[src/design/hms_pkg.sv]
// ----------------------------------------------------------------------------
// Height map sampler package
// Shared sizes, configuration register codes and the types that travel
// between the front end, the queue and the back end.
// ----------------------------------------------------------------------------
package hms_pkg;

    // Store geometry and sample width.
    localparam int MAP_DIM     = 256;
    localparam int HEIGHT_BITS = 24;
    localparam int CELL_W      = $clog2(MAP_DIM);
    localparam int BANK_DEPTH  = MAP_DIM * MAP_DIM / 4;
    localparam int BANK_AW     = $clog2(BANK_DEPTH);

    // Field and arithmetic widths.
    localparam int SIZE_W      = 9;
    localparam int FRAC_W      = 16;
    localparam int ROW_W       = HEIGHT_BITS + FRAC_W;
    localparam int SCALE_W     = 32;

    // Queue depths.
    localparam int MID_DEPTH   = 8;
    localparam int OUT_DEPTH   = 8;

    // Configuration port.
    localparam int CFG_ADDR_W  = 2;
    localparam int CFG_DATA_W  = 32;

    localparam logic [SCALE_W-1:0] INV_SCALE_RST = 32'd65536;
    localparam logic [SIZE_W-1:0]  SIZE_RST      = 9'd256;

    typedef enum logic [CFG_ADDR_W-1:0] {
        CFG_INV_SCALE = 2'd0,
        CFG_MAP_WIDTH = 2'd1,
        CFG_MAP_DEPTH = 2'd2
    } t_cfg_reg;

    // Effective configuration seen by the coordinate mapping.
    typedef struct packed {
        logic [SCALE_W-1:0] inv_scale;
        logic [SIZE_W-1:0]  size_x;
        logic [SIZE_W-1:0]  size_z;
    } t_cfg;

    // One classified word between the front end and the back end.
    typedef struct packed {
        logic                   is_query;
        logic                   wr_ok;
        logic [CELL_W-1:0]      cell_x;
        logic [CELL_W-1:0]      cell_z;
        logic [FRAC_W-1:0]      frac_x;
        logic [FRAC_W-1:0]      frac_z;
        logic [HEIGHT_BITS-1:0] value;
    } t_mid_item;

endpackage

[src/design/hms_queue.sv]
// ----------------------------------------------------------------------------
// Height map sampler middle queue
// A short first-in first-out queue of classified words between the front
// end and the back end.
// ----------------------------------------------------------------------------
module hms_queue (
    input  logic                i_clk,
    input  logic                i_rst_n,
    input  logic                i_push,
    input  hms_pkg::t_mid_item  i_item,
    input  logic                i_pop,
    output logic                o_empty,
    output hms_pkg::t_mid_item  o_head
);
    import hms_pkg::*;

    localparam int PTR_W = $clog2(MID_DEPTH);
    localparam int CNT_W = $clog2(MID_DEPTH + 1);

    t_mid_item          r_mem [MID_DEPTH];
    logic [PTR_W-1:0]   r_wr_ptr;
    logic [PTR_W-1:0]   r_rd_ptr;
    logic [CNT_W-1:0]   r_count;
    logic [CNT_W-1:0]   n_count;

    assign o_empty = (r_count == '0);
    assign o_head  = r_mem[r_rd_ptr];

    // Occupancy follows the push and pop strobes.
    always_comb begin
        n_count = r_count;
        case ({i_push, i_pop})
            2'b10:   n_count = r_count + CNT_W'(1);
            2'b01:   n_count = r_count - CNT_W'(1);
            default: n_count = r_count;
        endcase
    end

    always_ff @(posedge i_clk) begin
        if (!i_rst_n) begin
            r_wr_ptr <= '0;
            r_rd_ptr <= '0;
            r_count  <= '0;
        end else begin
            if (i_push) begin
                r_wr_ptr <= r_wr_ptr + PTR_W'(1);
            end
            if (i_pop) begin
                r_rd_ptr <= r_rd_ptr + PTR_W'(1);
            end
            r_count <= n_count;
        end
    end

    always_ff @(posedge i_clk) begin
        if (i_push) begin
            r_mem[r_wr_ptr] <= i_item;
        end
    end

endmodule

[config.mk]
export PLATFORM = sky130hd
export DESIGN_NAME = hms_queue
export DESIGN_NICKNAME = d
export VERILOG_FILES = /design/src/design/hms_pkg.sv /design/src/design/hms_queue.sv
export SDC_FILE = /design/constraint.sdc
export NUM_CORES = 1
export LEC_CHECK = 0
export BUFFER_PORTS_ARGS = -buffer_cell sky130_fd_sc_hd__buf_2
export CAP_MARGIN = 20
export CORE_MARGIN = 2
export CORE_UTILIZATION = 35
export CTS_CLUSTER_DIAMETER = 100
export DETAILED_ROUTE_END_ITERATION = 6
export GPL_TIMING_DRIVEN = 1
export SLEW_MARGIN = 20
export SYNTH_ARGS = -nofsm -noshare
export SYNTH_HDL_FRONTEND = slang
export SYNTH_SLANG_ARGS = --single-unit
[constraint.sdc]
create_clock -name i_clk -period 7.1 [get_ports i_clk]
set_input_delay 0.355 -clock i_clk [delete_from_list [all_inputs] [get_ports i_clk]]
set_output_delay 0.355 -clock i_clk [all_outputs]
set_load 0.1 [all_outputs]
==> out/qor.csv <==
metric;value;unit
finalPower;8.36;mW
cts-buffers-inserted;66;
grt_max_degree;85;
wl_per_cell;22.0;um
max_cap_violations;0;
worstPathMaxFanout;43;
cts_sinks;605;
swShare;26.4;%
post_cts_resized;0;
htree_levels;3;
wirelength;45.4;mm
leakagePower;8.55;nW
crit_buf_inv;2;
worst_pin_slew;0.898;ns
gp_congestion;0.663;
core_region_area;0.0645;mm2
intPower;6.15;mW
cts_tree;built;
dpl_cell_area;0.0246;mm2
drc;0;
ys_warn_count;0;
cts-root-buf;clkbuf_16;
path_class;reg2out;
post-route-period-util;51.6;%
vias;10100;
p_per_area;310;mW/mm2
dp_hpwl;22.9;mm
finalSetupTns;0;ns
period_needed;3.66;ns
cts_hold_buf;34;
final_cell_count_no_fill;2064;
clkTransAtPathRegs;0.06;ns
hp-class;in2reg;
final_nets;1239;
synth_nets;1007;
reg2regPathDepth;3;
grt_pass1_wl;68.3;mm
initial_core_util;35.5;%
p_clk_share;37.9;%
fin_ws;3.44;ns
drv_slew;0;
seq_area_frac_synth;78.9;%
startpoint_type;flop;
seqPwrFrac;48.6;%
slowest_stage;buf_4;
synth_fa_ha_area_share;0.274;%
place_ws;3.95;ns
synth_top_family_by_area;multiplexers;
fin_skew;0.0153;ns
globalRoute.totalOverflow;0;
muxShareOfSynthArea;18.5;%
syn_to_final_growth;18.2;%
drive_gt1_share;41.3;%
relSlewSlack;40.1;%
power_frac_comb;13.5;%
rows;93;
cp-end-kind;output pin;
clockBufferDepth;3;
critPathRequiredTime;6.74;ns
synth-simple-area-share;0.712;%
synthesis.area;0.0229;mm2
drt-initial-drc-count;722;
clkLatencyLatePin;0.60;ns
max_freq;0.273;GHz
ant_nets;0;
rsz0062_at_grt;no;
stdcell_area;0.0270;mm2
worstPathArrival;3.31;ns
hold_depth;1;
drtPass1Iterations;7;
p_sw;2.21;mW
die_h;260;um
vdd_drop_max;0.209;mV
syn_area_per_cell;24.7;um2
antenna_found_initial;6;
fillers;5606;
io_buffers;152;
viasPerCell;4.91;
grt_pass1_vias;11000;
crit_chain;buf_4, mux4_2, mux2_2, buf_2;
dp.cells;1909;
path_depth;4;
post-cts-setup-buffer-count;0;
synth_xor_area_share;0.268;%
report.final.hold_viol_count;0;
die_w;260;um
synth.distinct_cells;27;
dieArea;0.0674;mm2
io_pins;153;
track_usage;13.7;%
hold_ws;0.0371;ns
status;finished, final reports clean;
critPathMaxStageDelay;0.80;ns
synth_compound_area_share;0.153;%
cp_top_family;buffers and inverters;
synthCells;924;
ys_seq_elements;605;
setup_viol_count_final;0;
fin_util;41.9;%
## layout make-up
class | count | area, um2 | share of cell area (%)
Sequential cell | 605 | 18000 | 66.8
Inverter | 1 | 3.75 | 0.0139
Antenna cell | 2 | 5.00 | 0.0185
Clock buffer | 83 | 1740 | 6.43
Tap cell | 855 | 1070 | 3.96
Clock inverter | 36 | 282 | 1.04
Multi-Input combinational cell | 275 | 4590 | 17.0
Timing Repair Buffer | 207 | 1270 | 4.71
## power by group through the flow
stage	Sequential (mW)	Clock, mW	Combinational [mW]
after floorplan	4.12	0	0.927
after global placement	4.14	0	1.12
after detailed placement	4.14	0	1.13
after CTS	4.07	3.27	1.15
after global routing	4.07	3.40	1.19
final	4.06	3.17	1.13
## worst paths after layout
kind | startpoint | end | slack (ns)
worst max-delay path | flop | o_head[59] | 3.44
worst min-delay path | i_item[23] | r_mem[3][23] | 0.04
worst max register to register | r_wr_ptr[2] | r_mem[0][47] | 5.15
worst min register to register | r_count[3] | r_count[3] | 0.48
## synthesized netlist by cell type
master	count	area (um2)
buf_6	14	158
edfxtp_1	592	17800
nor4_1	1	6.26
nor2b_1	3	18.8
buf_2	5	25.0
a21boi_0	1	7.51
mux2_2	75	845
and2_1	6	37.5
dfxtp_1	13	260
nand2_1	6	22.5
ha_1	5	62.6
nand2b_1	4	25.0
a41oi_1	1	8.76
o41ai_1	1	8.76
a21oi_1	1	5.00
nor3_1	3	15.0
nor4b_1	1	8.76
xnor2_1	3	26.3
inv_1	1	3.75
xor2_1	4	35.0
mux4_2	148	3330
o21ai_0	1	5.00
mux2i_1	4	40.0
nor2_1	6	22.5
clkbuf_1	16	60.1
buf_1	8	30.0
or3_1	1	6.26
## layer usage
metal / vias to the layer above / global-route usage (%) / share of wire [%]
met5: - / 0 / 0.12
met2: 209 / 23.3 / 50
met3: 65 / 2.94 / 4.6
li1: 4425 / - / -
met1: 5427 / 17.6 / 43
met4: 8 / 4.39 / 1.8
## worst reg2reg max path, stage by stage (launching register included)
cell      delay (ns)
dfxtp_1         0.32
nand2b_1        0.30
nor3_2          0.23
buf_4           0.65
## flip-flops by register name, summed over array words and instances, names as in the netlist, named ones only
signal    flops
r_count       4
r_mem       592
r_wr_ptr      3
r_rd_ptr      3
## placed cells by master (no fill, tap or decap), drive strengths merged
cell	count
a21boi	1
a21oi	1
a41oi	1
and2	6
buf	173
bufinv	2
clkbuf	83
clkinv	24
clkinvlp	5
dfxtp	13
diode	2
dlygate4sd3	34
edfxtp	592
ha	5
inv	6
mux2	75
mux2i	4
mux4	148
nand2	6
nand2b	4
nor2	6
nor2b	3
nor3	3
nor4	1
nor4b	1
o21ai	1
o41ai	1
or3	1
xnor2	3
xor2	4
## logic make-up after synthesis
logic type / count (synthesis)
buffers and inverters: 44
flip-flops: 605
XOR/XNOR: 7
adder cells (fa/ha/maj): 5
AND/OR/NAND/NOR: 31
AO/OA/AOI/OAI: 5
multiplexers: 227
Note: power is estimated with default switching activity, not from simulation.
